`config.mk`:
```
export PLATFORM = sky130hd
export DESIGN_NAME = maf_reference_line_indexer_top
export DESIGN_NICKNAME = d
export VERILOG_FILES = /design/src/mafidx_pkg.sv /design/src/maf_reference_line_indexer_top.sv /design/src/mafidx_front.sv /design/src/mafidx_back.sv
export SDC_FILE = /design/constraint.sdc
export NUM_CORES = 1
export LEC_CHECK = 0
export ABC_AREA = 1
export BUFFER_PORTS_ARGS = -buffer_cell sky130_fd_sc_hd__buf_4
export CAP_MARGIN = 15
export CORE_AREA = 2 2 197 218
export DETAILED_ROUTE_END_ITERATION = 12
export DIE_AREA = 0 0 199 220
export GPL_TIMING_DRIVEN = 0
export PLACE_DENSITY = 0.75
export SLEW_MARGIN = 15
export SYNTH_ARGS = -nofsm -noshare
export SYNTH_HDL_FRONTEND = slang
export SYNTH_SLANG_ARGS = --single-unit
```
`constraint.sdc`:
```
create_clock -name clk -period 7.15 [get_ports clk]
set_clock_uncertainty 0.05 [all_clocks]
set_input_delay 0.715 -clock clk [delete_from_list [all_inputs] [get_ports clk]]
set_output_delay 0.715 -clock clk [all_outputs]
set_load 0.05 [all_outputs]
```
`src/mafidx_pkg.sv`:
```
package mafidx_pkg;

  localparam int OFFSET_BITS_DEF = 40;
  localparam int LEN_W = 20;
  localparam int ACC_W = 32;
  localparam int LINE_OFF_W = 40;
  localparam int TDATA_W = 128;

  localparam int Q_DEPTH = 4;
  localparam int Q_AW = $clog2(Q_DEPTH);

  localparam logic [LEN_W-1:0] LEN_SAT = {LEN_W{1'b1}};
  localparam logic [LEN_W-1:0] MAX_LEN_RST = LEN_W'(999999);

  // result kinds
  localparam logic [1:0] KIND_NAME = 2'd0;
  localparam logic [1:0] KIND_RECORD = 2'd1;
  localparam logic [1:0] KIND_ERROR = 2'd2;

  // error codes
  localparam logic [1:0] ERR_NOT_S = 2'd0;
  localparam logic [1:0] ERR_INVALID = 2'd1;
  localparam logic [1:0] ERR_TOO_LONG = 2'd2;

  // line modes
  localparam logic [1:0] MODE_START = 2'd0;
  localparam logic [1:0] MODE_SKIP = 2'd1;
  localparam logic [1:0] MODE_REF = 2'd2;

  localparam logic [7:0] CH_NL = 8'h0a;
  localparam logic [7:0] CH_TAB = 8'h09;
  localparam logic [7:0] CH_SPACE = 8'h20;
  localparam logic [7:0] CH_DOT = 8'h2e;
  localparam logic [7:0] CH_ZERO = 8'h30;
  localparam logic [7:0] CH_NINE = 8'h39;
  localparam logic [7:0] CH_A = 8'h61;
  localparam logic [7:0] CH_S = 8'h73;
  localparam logic [7:0] CH_PLUS = 8'h2b;

  // classified input byte, carried from front to back
  typedef struct packed {
    logic [7:0] data;
    logic       file_end;
    logic       is_nl;
    logic       is_ws;
    logic       is_digit;
    logic       is_dot;
    logic       is_a;
    logic       is_s;
  } item_t;

endpackage

```
`src/maf_reference_line_indexer_top.sv`:
```
// Alignment-file reference line indexer. Feed the file one byte per transaction
// on the s_ side, with s_tlast on the last byte of each file; the next byte then
// starts a new file at offset 0. Every line that follows an 'a' line must be an
// 's' reference line; its chromosome name comes out one byte per transaction
// (m_tuser = 0), then one index record (m_tuser = 1) at the end of the line with
// start, start+size, the line's byte offset and the strand character. Errors
// (m_tuser = 2) report a bad block line, a malformed reference line or a line
// that reaches max_line_len bytes; after an error input is consumed silently
// until s_tlast. Throughput is one byte per clock while no result waits on
// m_tready. The back-end parser updates its token state and its single decimal
// multiply-accumulate once per byte, and a four-entry queue keeps input flowing
// while the output register holds a waiting result, until the queue fills.
// Via a queue slot and the output register a result reaches m_. cfg_wdata may
// only be written while no bytes are in flight.
module maf_reference_line_indexer_top #(
  parameter int OFFSET_BITS = mafidx_pkg::OFFSET_BITS_DEF
) (
  input  logic                            clk,
  input  logic                            rst,
  // max_line_len register
  input  logic                            cfg_we,
  input  logic [mafidx_pkg::LEN_W-1:0]    cfg_wdata,
  // input bytes
  input  logic                            s_tvalid,
  output logic                            s_tready,
  input  logic [7:0]                      s_tdata,   // [7:0] in_byte
  input  logic                            s_tlast,   // file_end
  // results
  output logic                            m_tvalid,
  input  logic                            m_tready,
  // [7:0] name_byte, [39:8] start_pos, [72:40] end_pos, [112:73] line_offset,
  // [120:113] strand_char, [122:121] error_code, [127:123] zero
  output logic [mafidx_pkg::TDATA_W-1:0]  m_tdata,
  output logic [1:0]                      m_tuser    // [1:0] kind
);

  logic              q_valid;
  logic              q_pop;
  mafidx_pkg::item_t q_item;

  // front: classify each byte and buffer it
  mafidx_front u_front (
    .clk      (clk),
    .rst      (rst),
    .s_tvalid (s_tvalid),
    .s_tready (s_tready),
    .s_tdata  (s_tdata),
    .s_tlast  (s_tlast),
    .q_valid  (q_valid),
    .q_pop    (q_pop),
    .q_item   (q_item)
  );

  // back: line/token parser and result register
  mafidx_back #(
    .OFFSET_BITS (OFFSET_BITS)
  ) u_back (
    .clk       (clk),
    .rst       (rst),
    .cfg_we    (cfg_we),
    .cfg_wdata (cfg_wdata),
    .q_valid   (q_valid),
    .q_pop     (q_pop),
    .q_item    (q_item),
    .m_tvalid  (m_tvalid),
    .m_tready  (m_tready),
    .m_tdata   (m_tdata),
    .m_tuser   (m_tuser)
  );

endmodule

```
`src/mafidx_front.sv`:
```
module mafidx_front (
  input  logic              clk,
  input  logic              rst,
  input  logic              s_tvalid,
  output logic              s_tready,
  input  logic [7:0]        s_tdata,
  input  logic              s_tlast,
  output logic              q_valid,
  input  logic              q_pop,
  output mafidx_pkg::item_t q_item
);

  mafidx_pkg::item_t                 slots [mafidx_pkg::Q_DEPTH];
  logic [mafidx_pkg::Q_AW-1:0]       wr_ptr;
  logic [mafidx_pkg::Q_AW-1:0]       rd_ptr;
  logic [mafidx_pkg::Q_AW:0]         count;
  mafidx_pkg::item_t                 cls;
  logic                              push;
  logic                              pop;

  always_comb begin
    cls.data     = s_tdata;
    cls.file_end = s_tlast;
    cls.is_nl    = (s_tdata == mafidx_pkg::CH_NL);
    cls.is_ws    = s_tdata inside {mafidx_pkg::CH_SPACE, mafidx_pkg::CH_TAB};
    cls.is_digit = s_tdata inside {[mafidx_pkg::CH_ZERO:mafidx_pkg::CH_NINE]};
    cls.is_dot   = (s_tdata == mafidx_pkg::CH_DOT);
    cls.is_a     = (s_tdata == mafidx_pkg::CH_A);
    cls.is_s     = (s_tdata == mafidx_pkg::CH_S);
  end

  assign s_tready = (count != (mafidx_pkg::Q_AW+1)'(mafidx_pkg::Q_DEPTH));
  assign q_valid  = (count != '0);
  assign push     = s_tvalid && s_tready;
  assign pop      = q_pop && q_valid;
  assign q_item   = slots[rd_ptr];

  always_ff @(posedge clk) begin
    if (push) begin
      slots[wr_ptr] <= cls;
    end
  end

  always_ff @(posedge clk) begin
    if (rst) begin
      wr_ptr <= '0;
      rd_ptr <= '0;
      count  <= '0;
    end else begin
      if (push) begin
        wr_ptr <= wr_ptr + 1'b1;
      end
      if (pop) begin
        rd_ptr <= rd_ptr + 1'b1;
      end
      if (push && !pop) begin
        count <= count + 1'b1;
      end else if (pop && !push) begin
        count <= count - 1'b1;
      end
    end
  end

endmodule

```
`src/mafidx_back.sv`:
```
module mafidx_back #(
  parameter int OFFSET_BITS = mafidx_pkg::OFFSET_BITS_DEF
) (
  input  logic                            clk,
  input  logic                            rst,
  input  logic                            cfg_we,
  input  logic [mafidx_pkg::LEN_W-1:0]    cfg_wdata,
  input  logic                            q_valid,
  output logic                            q_pop,
  input  mafidx_pkg::item_t               q_item,
  output logic                            m_tvalid,
  input  logic                            m_tready,
  output logic [mafidx_pkg::TDATA_W-1:0]  m_tdata,
  output logic [1:0]                      m_tuser
);

  localparam int LW = mafidx_pkg::LEN_W;
  localparam int AW = mafidx_pkg::ACC_W;

  // parser state
  logic [OFFSET_BITS-1:0] byte_count, byte_count_next;
  logic [OFFSET_BITS-1:0] line_begin, line_begin_next;
  logic [LW-1:0]          line_length, line_length_next;
  logic                   expect_reference, expect_reference_next;
  logic [1:0]             line_mode, line_mode_next;
  logic [2:0]             token_stage, token_stage_next;
  logic                   in_token, in_token_next;
  logic                   digits_done, digits_done_next;
  logic [AW-1:0]          start_accum, start_accum_next;
  logic [AW-1:0]          size_accum, size_accum_next;
  logic [7:0]             strand_hold, strand_hold_next;
  logic                   halted, halted_next;
  logic [LW-1:0]          max_line_len;

  logic                   res_valid;
  logic [1:0]             res_kind;
  logic [mafidx_pkg::TDATA_W-1:0] res_data;

  // shared decimal accumulator: acc*10 + digit, saturating
  logic [AW-1:0]          acc_in;
  logic [AW+3:0]          acc_wide;
  logic [AW-1:0]          acc_out;

  assign acc_in   = (token_stage == 3'd2) ? start_accum : size_accum;
  assign acc_wide = {1'b0, acc_in, 3'b000} + {3'b000, acc_in, 1'b0}
                  + (AW+4)'(q_item.data[3:0]);
  assign acc_out  = (acc_wide[AW+3:AW] != '0) ? {AW{1'b1}} : acc_wide[AW-1:0];

  assign q_pop = q_valid && (!m_tvalid || m_tready);

  always_comb begin
    logic              eol;
    logic              content;
    logic [LW-1:0]     len_now;
    logic              err;
    logic [1:0]        err_code;
    logic              name;
    logic              record;
    logic [AW:0]       end_sum;
    logic [63:0]       lb_ext;

    eol      = q_item.is_nl || q_item.file_end;
    content  = !q_item.is_nl;
    len_now  = (line_length == mafidx_pkg::LEN_SAT) ? mafidx_pkg::LEN_SAT
                                                   : line_length + 1'b1;
    err      = 1'b0;
    err_code = mafidx_pkg::ERR_NOT_S;
    name     = 1'b0;
    record   = 1'b0;
    end_sum  = '0;
    lb_ext   = 64'(line_begin);

    byte_count_next       = byte_count;
    line_begin_next       = line_begin;
    line_length_next      = line_length;
    expect_reference_next = expect_reference;
    line_mode_next        = line_mode;
    token_stage_next      = token_stage;
    in_token_next         = in_token;
    digits_done_next      = digits_done;
    start_accum_next      = start_accum;
    size_accum_next       = size_accum;
    strand_hold_next      = strand_hold;
    halted_next           = halted;

    if (!halted) begin
      if (len_now == max_line_len) begin
        err      = 1'b1;
        err_code = mafidx_pkg::ERR_TOO_LONG;
      end else begin
        if (content) begin
          case (line_mode)
            mafidx_pkg::MODE_START: begin
              if (q_item.is_a) begin
                expect_reference_next = 1'b1;
                line_mode_next        = mafidx_pkg::MODE_SKIP;
              end else if (expect_reference) begin
                expect_reference_next = 1'b0;
                if (!q_item.is_s) begin
                  err      = 1'b1;
                  err_code = mafidx_pkg::ERR_NOT_S;
                end else begin
                  line_mode_next   = mafidx_pkg::MODE_REF;
                  token_stage_next = 3'd0;
                  in_token_next    = 1'b0;
                  digits_done_next = 1'b0;
                  start_accum_next = '0;
                  size_accum_next  = '0;
                  strand_hold_next = mafidx_pkg::CH_PLUS;
                end
              end else begin
                line_mode_next = mafidx_pkg::MODE_SKIP;
              end
            end
            mafidx_pkg::MODE_REF: begin
              if (token_stage == 3'd0) begin
                // species part ends at the first dot past the line tag
                if (line_length >= LW'(2) && q_item.is_dot) begin
                  token_stage_next = 3'd1;
                  in_token_next    = 1'b0;
                end
              end else if (token_stage == 3'd7) begin
                // sequence reached, rest of line is ignored
              end else if (q_item.is_ws) begin
                if (in_token) begin
                  in_token_next    = 1'b0;
                  token_stage_next = token_stage + 1'b1;
                end
              end else if (!in_token && token_stage == 3'd6) begin
                in_token_next    = 1'b1;
                digits_done_next = 1'b0;
                token_stage_next = 3'd7;
              end else begin
                logic dd;
                dd = in_token ? digits_done : 1'b0;
                in_token_next    = 1'b1;
                digits_done_next = dd;
                if (!in_token && token_stage == 3'd4) begin
                  strand_hold_next = q_item.data;
                end
                if (token_stage == 3'd1) begin
                  name = 1'b1;
                end
                if ((token_stage == 3'd2 || token_stage == 3'd3) && !dd) begin
                  if (q_item.is_digit) begin
                    if (token_stage == 3'd2) begin
                      start_accum_next = acc_out;
                    end else begin
                      size_accum_next = acc_out;
                    end
                  end else begin
                    digits_done_next = 1'b1;
                  end
                end
              end
            end
            default: begin
            end
          endcase
        end
        if (!err && eol) begin
          if (line_mode_next == mafidx_pkg::MODE_START) begin
            if (expect_reference_next) begin
              expect_reference_next = 1'b0;
              err      = 1'b1;
              err_code = mafidx_pkg::ERR_NOT_S;
            end
          end else if (line_mode_next == mafidx_pkg::MODE_REF) begin
            if (token_stage_next == 3'd7) begin
              record = 1'b1;
            end else begin
              err      = 1'b1;
              err_code = mafidx_pkg::ERR_INVALID;
            end
          end
        end
      end

      if (err) begin
        halted_next = 1'b1;
      end
      byte_count_next = byte_count + 1'b1;
      if (eol) begin
        line_begin_next  = byte_count_next;
        line_length_next = '0;
        line_mode_next   = mafidx_pkg::MODE_START;
      end else begin
        line_length_next = len_now;
      end
    end else begin
      byte_count_next = byte_count + 1'b1;
    end

    // result: error beats record beats name byte
    res_valid = err || record || name;
    res_kind  = mafidx_pkg::KIND_NAME;
    res_data  = '0;
    if (err) begin
      res_kind          = mafidx_pkg::KIND_ERROR;
      res_data[122:121] = err_code;
    end else if (record) begin
      end_sum           = {1'b0, start_accum_next} + {1'b0, size_accum_next};
      res_kind          = mafidx_pkg::KIND_RECORD;
      res_data[39:8]    = start_accum_next;
      res_data[72:40]   = end_sum;
      res_data[112:73]  = lb_ext[mafidx_pkg::LINE_OFF_W-1:0];
      res_data[120:113] = strand_hold_next;
    end else if (name) begin
      res_data[7:0] = q_item.data;
    end

    // file end: the record above still sees this line's values
    if (q_item.file_end) begin
      byte_count_next       = '0;
      line_begin_next       = '0;
      line_length_next      = '0;
      expect_reference_next = 1'b0;
      line_mode_next        = mafidx_pkg::MODE_START;
      token_stage_next      = 3'd0;
      in_token_next         = 1'b0;
      digits_done_next      = 1'b0;
      start_accum_next      = '0;
      size_accum_next       = '0;
      strand_hold_next      = mafidx_pkg::CH_PLUS;
      halted_next           = 1'b0;
    end
  end

  always_ff @(posedge clk) begin
    if (rst) begin
      max_line_len <= mafidx_pkg::MAX_LEN_RST;
    end else if (cfg_we) begin
      max_line_len <= cfg_wdata;
    end
  end

  always_ff @(posedge clk) begin
    if (rst) begin
      byte_count       <= '0;
      line_begin       <= '0;
      line_length      <= '0;
      expect_reference <= 1'b0;
      line_mode        <= mafidx_pkg::MODE_START;
      token_stage      <= 3'd0;
      in_token         <= 1'b0;
      digits_done      <= 1'b0;
      start_accum      <= '0;
      size_accum       <= '0;
      strand_hold      <= mafidx_pkg::CH_PLUS;
      halted           <= 1'b0;
    end else if (q_pop) begin
      byte_count       <= byte_count_next;
      line_begin       <= line_begin_next;
      line_length      <= line_length_next;
      expect_reference <= expect_reference_next;
      line_mode        <= line_mode_next;
      token_stage      <= token_stage_next;
      in_token         <= in_token_next;
      digits_done      <= digits_done_next;
      start_accum      <= start_accum_next;
      size_accum       <= size_accum_next;
      strand_hold      <= strand_hold_next;
      halted           <= halted_next;
    end
  end

  // output register
  always_ff @(posedge clk) begin
    if (rst) begin
      m_tvalid <= 1'b0;
    end else if (q_pop) begin
      m_tvalid <= res_valid;
    end else if (m_tready) begin
      m_tvalid <= 1'b0;
    end
  end

  always_ff @(posedge clk) begin
    if (q_pop && res_valid) begin
      m_tdata <= res_data;
      m_tuser <= res_kind;
    end
  end

endmodule

```
==> impl_results.html <==
<table>
<tr><th>Metric</th><th>Value</th></tr>
<tr><th colspan="2">Outcome</th></tr>
<tr><td>Outcome</td><td>complete, no violations</td></tr>
<tr><th colspan="2">Clocking</th></tr>
<tr><td>Root buffer cell</td><td>clkbuf_16</td></tr>
<tr><td>Number of buffers inserted by hold repair at cts</td><td>0</td></tr>
<tr><td>Clock latency of the later-clocked register in the worst-skew pair</td><td>0.60 ns</td></tr>
<tr><td>CTS buffer count</td><td>42</td></tr>
<tr><td>Clock Path Buffers</td><td>3</td></tr>
<tr><td>Maximum level of the CTS H-tree</td><td>2</td></tr>
<tr><td>TritonCTS clock tree</td><td>yes</td></tr>
<tr><td>Clock-pin transition on the worst setup and hold timing paths</td><td>0.06 ns</td></tr>
<tr><td>Total number of clock tree sinks</td><td>396</td></tr>
<tr><th colspan="2">Power</th></tr>
<tr><td>Peak supply drop</td><td>446 uV</td></tr>
<tr><td>Leakage power summed over all cells</td><td>12.2 nW</td></tr>
<tr><td>Share of total power in sequential cells</td><td>26.6%</td></tr>
<tr><td>Switching power summed over all nets</td><td>0.00685 W</td></tr>
<tr><td>Combinational power share</td><td>56.5%</td></tr>
<tr><td>Cell Pwr Density</td><td>474 nW/um^2</td></tr>
<tr><td>Share of power burned in the clock network</td><td>16.8%</td></tr>
<tr><td>Total internal power</td><td>0.00653 W</td></tr>
<tr><td>Net Sw Frac</td><td>51.2%</td></tr>
<tr><th colspan="2">Setup path</th></tr>
<tr><td>Worst Path Class, Setup</td><td>reg -&gt; reg</td></tr>
<tr><td>Source of the critical timing path</td><td>u_back.token_stage[0]</td></tr>
<tr><td>Capture point of the worst reg-to-reg path</td><td>u_back.m_tdata[68]</td></tr>
<tr><td>Most used cell along the critical path</td><td>nand2_1</td></tr>
<tr><td>Critical Path End Type</td><td>flop</td></tr>
<tr><td>Delay of the slowest cell on the worst path</td><td>0.56 ns</td></tr>
<tr><td>Worst endpoint required time</td><td>7.52 ns</td></tr>
<tr><td>Arrival time worst endpoint</td><td>7.19 ns</td></tr>
<tr><td>Highest fanout seen on the critical path</td><td>10</td></tr>
<tr><td>Type of origin of the critical path</td><td>flop</td></tr>
<tr><td>End point of the critical path</td><td>u_back.m_tdata[68]</td></tr>
<tr><td>Cell with the largest stage delay on the worst path</td><td>o21ai_0</td></tr>
<tr><td>Minimum setup slack among reg-to-reg paths</td><td>0.33 ns</td></tr>
<tr><td>Number of cells on the worst reg-to-reg path</td><td>33</td></tr>
<tr><td>FF-to-FF Start</td><td>u_back.token_stage[0]</td></tr>
<tr><th colspan="2">Logic synthesis</th></tr>
<tr><td>Mapped Avg Cell Area</td><td>6.95 sq um</td></tr>
<tr><td>Number of different library cells in the post-synthesis netlist</td><td>50</td></tr>
<tr><td>Primary FF master, synth</td><td>dfxtp_1</td></tr>
<tr><td>Post-synthesis cell count</td><td>3,546</td></tr>
<tr><td>Post-synthesis sequential area ratio</td><td>39.7%</td></tr>
<tr><td>Yosys Warn Count</td><td>0</td></tr>
<tr><td>#FFs+latches synth</td><td>396</td></tr>
<tr><td>Cell type contributing the most total cell area after synthesis</td><td>edfxtp_1</td></tr>
<tr><td>Top cell type's share of synthesized area</td><td>22.5%</td></tr>
<tr><td>Cell area after synthesis</td><td>24,700 sq um</td></tr>
<tr><td>Synth top area cells</td><td>edfxtp_1, dfxtp_1, nand2_1</td></tr>
<tr><td>Proportion of register bits with asynchronous set or reset after synthesis</td><td>0%</td></tr>
<tr><td>Count of flip-flops with a built-in enable after synthesis</td><td>185</td></tr>
<tr><td>Most frequent cell after synthesis</td><td>nand2_1</td></tr>
<tr><td>Most frequent cells after synthesis</td><td>nand2_1, inv_1, a21oi_1</td></tr>
<tr><th colspan="2">Routing</th></tr>
<tr><td>Routed vias</td><td>25,300</td></tr>
<tr><td>Initial detailed-routing violation count</td><td>2,204</td></tr>
<tr><td>First drt pass iteration count</td><td>7</td></tr>
<tr><td>Post-detailed-route via-to-cell ratio</td><td>5.80</td></tr>
<tr><td>Post-DR wirelength/cell</td><td>19.2 um</td></tr>
<tr><td>Total DRC errors in the routed layout</td><td>0</td></tr>
<tr><td>Aggregate routed wire length</td><td>83.7 mm</td></tr>
<tr><td>Post-detailed-route count of antenna-violating nets</td><td>0</td></tr>
<tr><th colspan="2">Timing</th></tr>
<tr><td>Clock period minus final worst setup slack</td><td>6.82 ns</td></tr>
<tr><td>Max Clk Rate</td><td>147 MHz</td></tr>
<tr><td>Slew at the pin closest to its max-slew limit</td><td>0.982 ns</td></tr>
<tr><td>Final Cycle Share</td><td>95.4%</td></tr>
<tr><td>Pins over their slew limit</td><td>0</td></tr>
<tr><td>Setup violators final</td><td>0</td></tr>
<tr><td>Hold Violations, Final</td><td>0</td></tr>
<tr><td>Total negative slack</td><td>0 ns</td></tr>
<tr><td>Worst slew slack as a fraction of its limit</td><td>34.5%</td></tr>
<tr><th colspan="2">Placement</th></tr>
<tr><td>Number of I/O port buffers</td><td>160</td></tr>
<tr><td>Half-perimeter wire length after placement</td><td>63.4 mm</td></tr>
<tr><td>Final GP Congestion</td><td>1.04</td></tr>
<tr><th colspan="2">Global routing</th></tr>
<tr><td>Global-route usage over all layers</td><td>37.8%</td></tr>
<tr><td>Number of global-route vias before repair</td><td>24,100</td></tr>
<tr><td>Pin count of the biggest net entering global routing</td><td>92</td></tr>
<tr><td>Antenna violations before repair</td><td>2</td></tr>
<tr><td>Residual overflow from global routing</td><td>0</td></tr>
<tr><td>Wire length of the first global-routing pass</td><td>127 mm</td></tr>
<tr><th colspan="2">Job</th></tr>
<tr><td>Number of maximum-capacitance violations</td><td>0</td></tr>
<tr><th colspan="2">Floorplanning</th></tr>
<tr><td>Number of cell rows</td><td>79</td></tr>
<tr><td>Starting utilization of the core area</td><td>59.0%</td></tr>
<tr><td>Placeable core region</td><td>41,800 sq um</td></tr>
<tr><td>Die Y-Extent</td><td>220 um</td></tr>
<tr><td>Die boundary width</td><td>199 um</td></tr>
<tr><td>Area enclosed by the die boundary</td><td>43,800 sq um</td></tr>
<tr><td>I/O pin total</td><td>166</td></tr>
<tr><th colspan="2">Finish</th></tr>
<tr><td>Fraction of the core area covered by cells at the end of the flow</td><td>67.5%</td></tr>
<tr><td>Layout cells sized above 1</td><td>9.45%</td></tr>
<tr><td>Post-layout net count</td><td>3,910</td></tr>
<tr><td>Layout area overhead</td><td>14.5%</td></tr>
<tr><th colspan="2">Hold path</th></tr>
<tr><td>Class of the worst hold path</td><td>in -&gt; reg</td></tr>
</table>
==> what timing repair did <==
| action | 4_1_cts | 5_1_grt |
|---|---|---|
| gates cloned | 0 | 2 |
| buffers inserted | 0 | 10 |
| setup endpoints to repair | 26 | 21 |
| hold endpoints to repair | 0 | 0 |
| pin swaps | 0 | 6 |
| gates resized for setup | 15 | 50 |
==> metrics by stage <==
step	setup slack, ns	hold WS (ns)	instances	area, sq um	total power (W)
detailed placement	-1.01	0.401	4278	26600	0.0108
global route	-0.0218	0.292	4364	28200	0.0141
CTS	0.0132	0.287	4353	28000	0.0131
global placement	-0.796	0.389	4277	26600	0.0107
finish	0.330	0.300	4365	28200	0.0134
floorplan	0.814	0.377	3550	24700	0.00855
==> cells by family (layout without fill, tap and decap cells) <==
group | Yosys count | in the layout | share of synthesized area (%)
AO/OA/AOI/OAI | 692 | 692 | 14.8
XOR/XNOR | 52 | 52 | 1.85
adder cells (fa/ha/maj) | 113 | 113 | 5.86
buffers and inverters | 582 | 827 | 9.39
flip-flops | 396 | 396 | 39.7
other | 1 | 6 | 0.0152
AND/OR/NAND/NOR | 1710 | 1712 | 28.5
==> cells in the final DEF (no fill, tap or decap), drive strengths merged, types with 5 or more instances in the layout <==
master	synthesis	layout
o211ai	7	7
nor3	36	36
and2	12	12
nand3b	5	5
edfxtp	185	185
a32o	7	7
nand4	28	28
inv	427	430
nand3	226	226
dfxtp	211	211
nand2	1081	1082
or2	21	21
ha	109	109
clkinv	2	15
xnor2	20	20
o21bai	9	9
nor4	17	17
a21boi	10	10
a21oi	400	400
xor2	32	32
clkbuf	104	155
conb	1	5
o21ai	230	230
buf	49	219
nor2	279	280
==> flip-flops by register name, summed over array words and instances (netlist names), named ones only <==
signal and count:
u_back.m_tdata 123, u_front.slots 60, u_back.byte_count 40, u_back.line_begin 40
u_back.size_accum 32, u_back.start_accum 32, u_back.line_length 20, u_back.max_line_len 20
u_back.strand_hold 8, u_back.token_stage 3, u_front.count 3, u_back.line_mode 2
u_back.m_tuser 2, u_front.rd_ptr 2, u_front.wr_ptr 2, u_back.digits_done 1
u_back.expect_reference 1, u_back.halted 1, u_back.in_token 1, u_back.m_tvalid 1
==> final cells by class <==
cell class	instances	area, sq um
antenna	1	2.50
buffer	149	722
clock buffer	54	1160
clock inverter	24	249
fill	3690	13600
inverter	429	1620
multi-input combinational	2574	12700
sequential	396	9780
tap	567	709
timing repair buffer	171	1300
==> worst max-delay path, delay by kind of cell (launching register included) <==
kind                       cells  cell delay (ns)
DFF                            1             0.34
AOI/OAI and AO/OA              8             1.91
and+or+nand+nor               16             2.08
adders and majority gates      4             1.41
buffers and inverters          5             0.85
==> worst min-delay path by stage <==
stage / startpoint / end / depth (start not counted) / slack [ns]
3_5_place_dp: u_back.strand_hold[5] / u_back.strand_hold[5] / 2 / 0.40
6_report: s_tdata[7] / u_front.slots[2][14] / 1 / 0.30
5_1_grt: s_tlast / u_front.slots[0][6] / 1 / 0.29
4_1_cts: s_tdata[7] / u_front.slots[2][14] / 1 / 0.29
2_1_floorplan: u_back.line_begin[4] / u_back.line_begin[4] / 2 / 0.38
3_3_place_gp: u_back.line_begin[4] / u_back.line_begin[4] / 2 / 0.39
==> layer usage <==
layer  share of wire (%)  up-vias  wire [um]  global-route usage [%]
met5                   0        -          0                       0
met4                 9.0        0       7520                    30.4
met3                 7.2      361       5990                    6.41
met2                  48     1218      39800                    64.1
met1                  36    11700      30300                    41.9
li1                    -    12000          -                       -
==> power groups by stage <==
stage,combinational (W),clock [W],sequential (W)
4_1_cts,0.00731,0.00227,0.00355
5_1_grt,0.00814,0.00236,0.00362
6_report,0.00756,0.00225,0.00356
3_3_place_gp,0.00705,0,0.00364
3_5_place_dp,0.00725,0,0.00358
2_1_floorplan,0.00400,0,0.00455
Note: power is estimated with default switching activity, not from simulation.
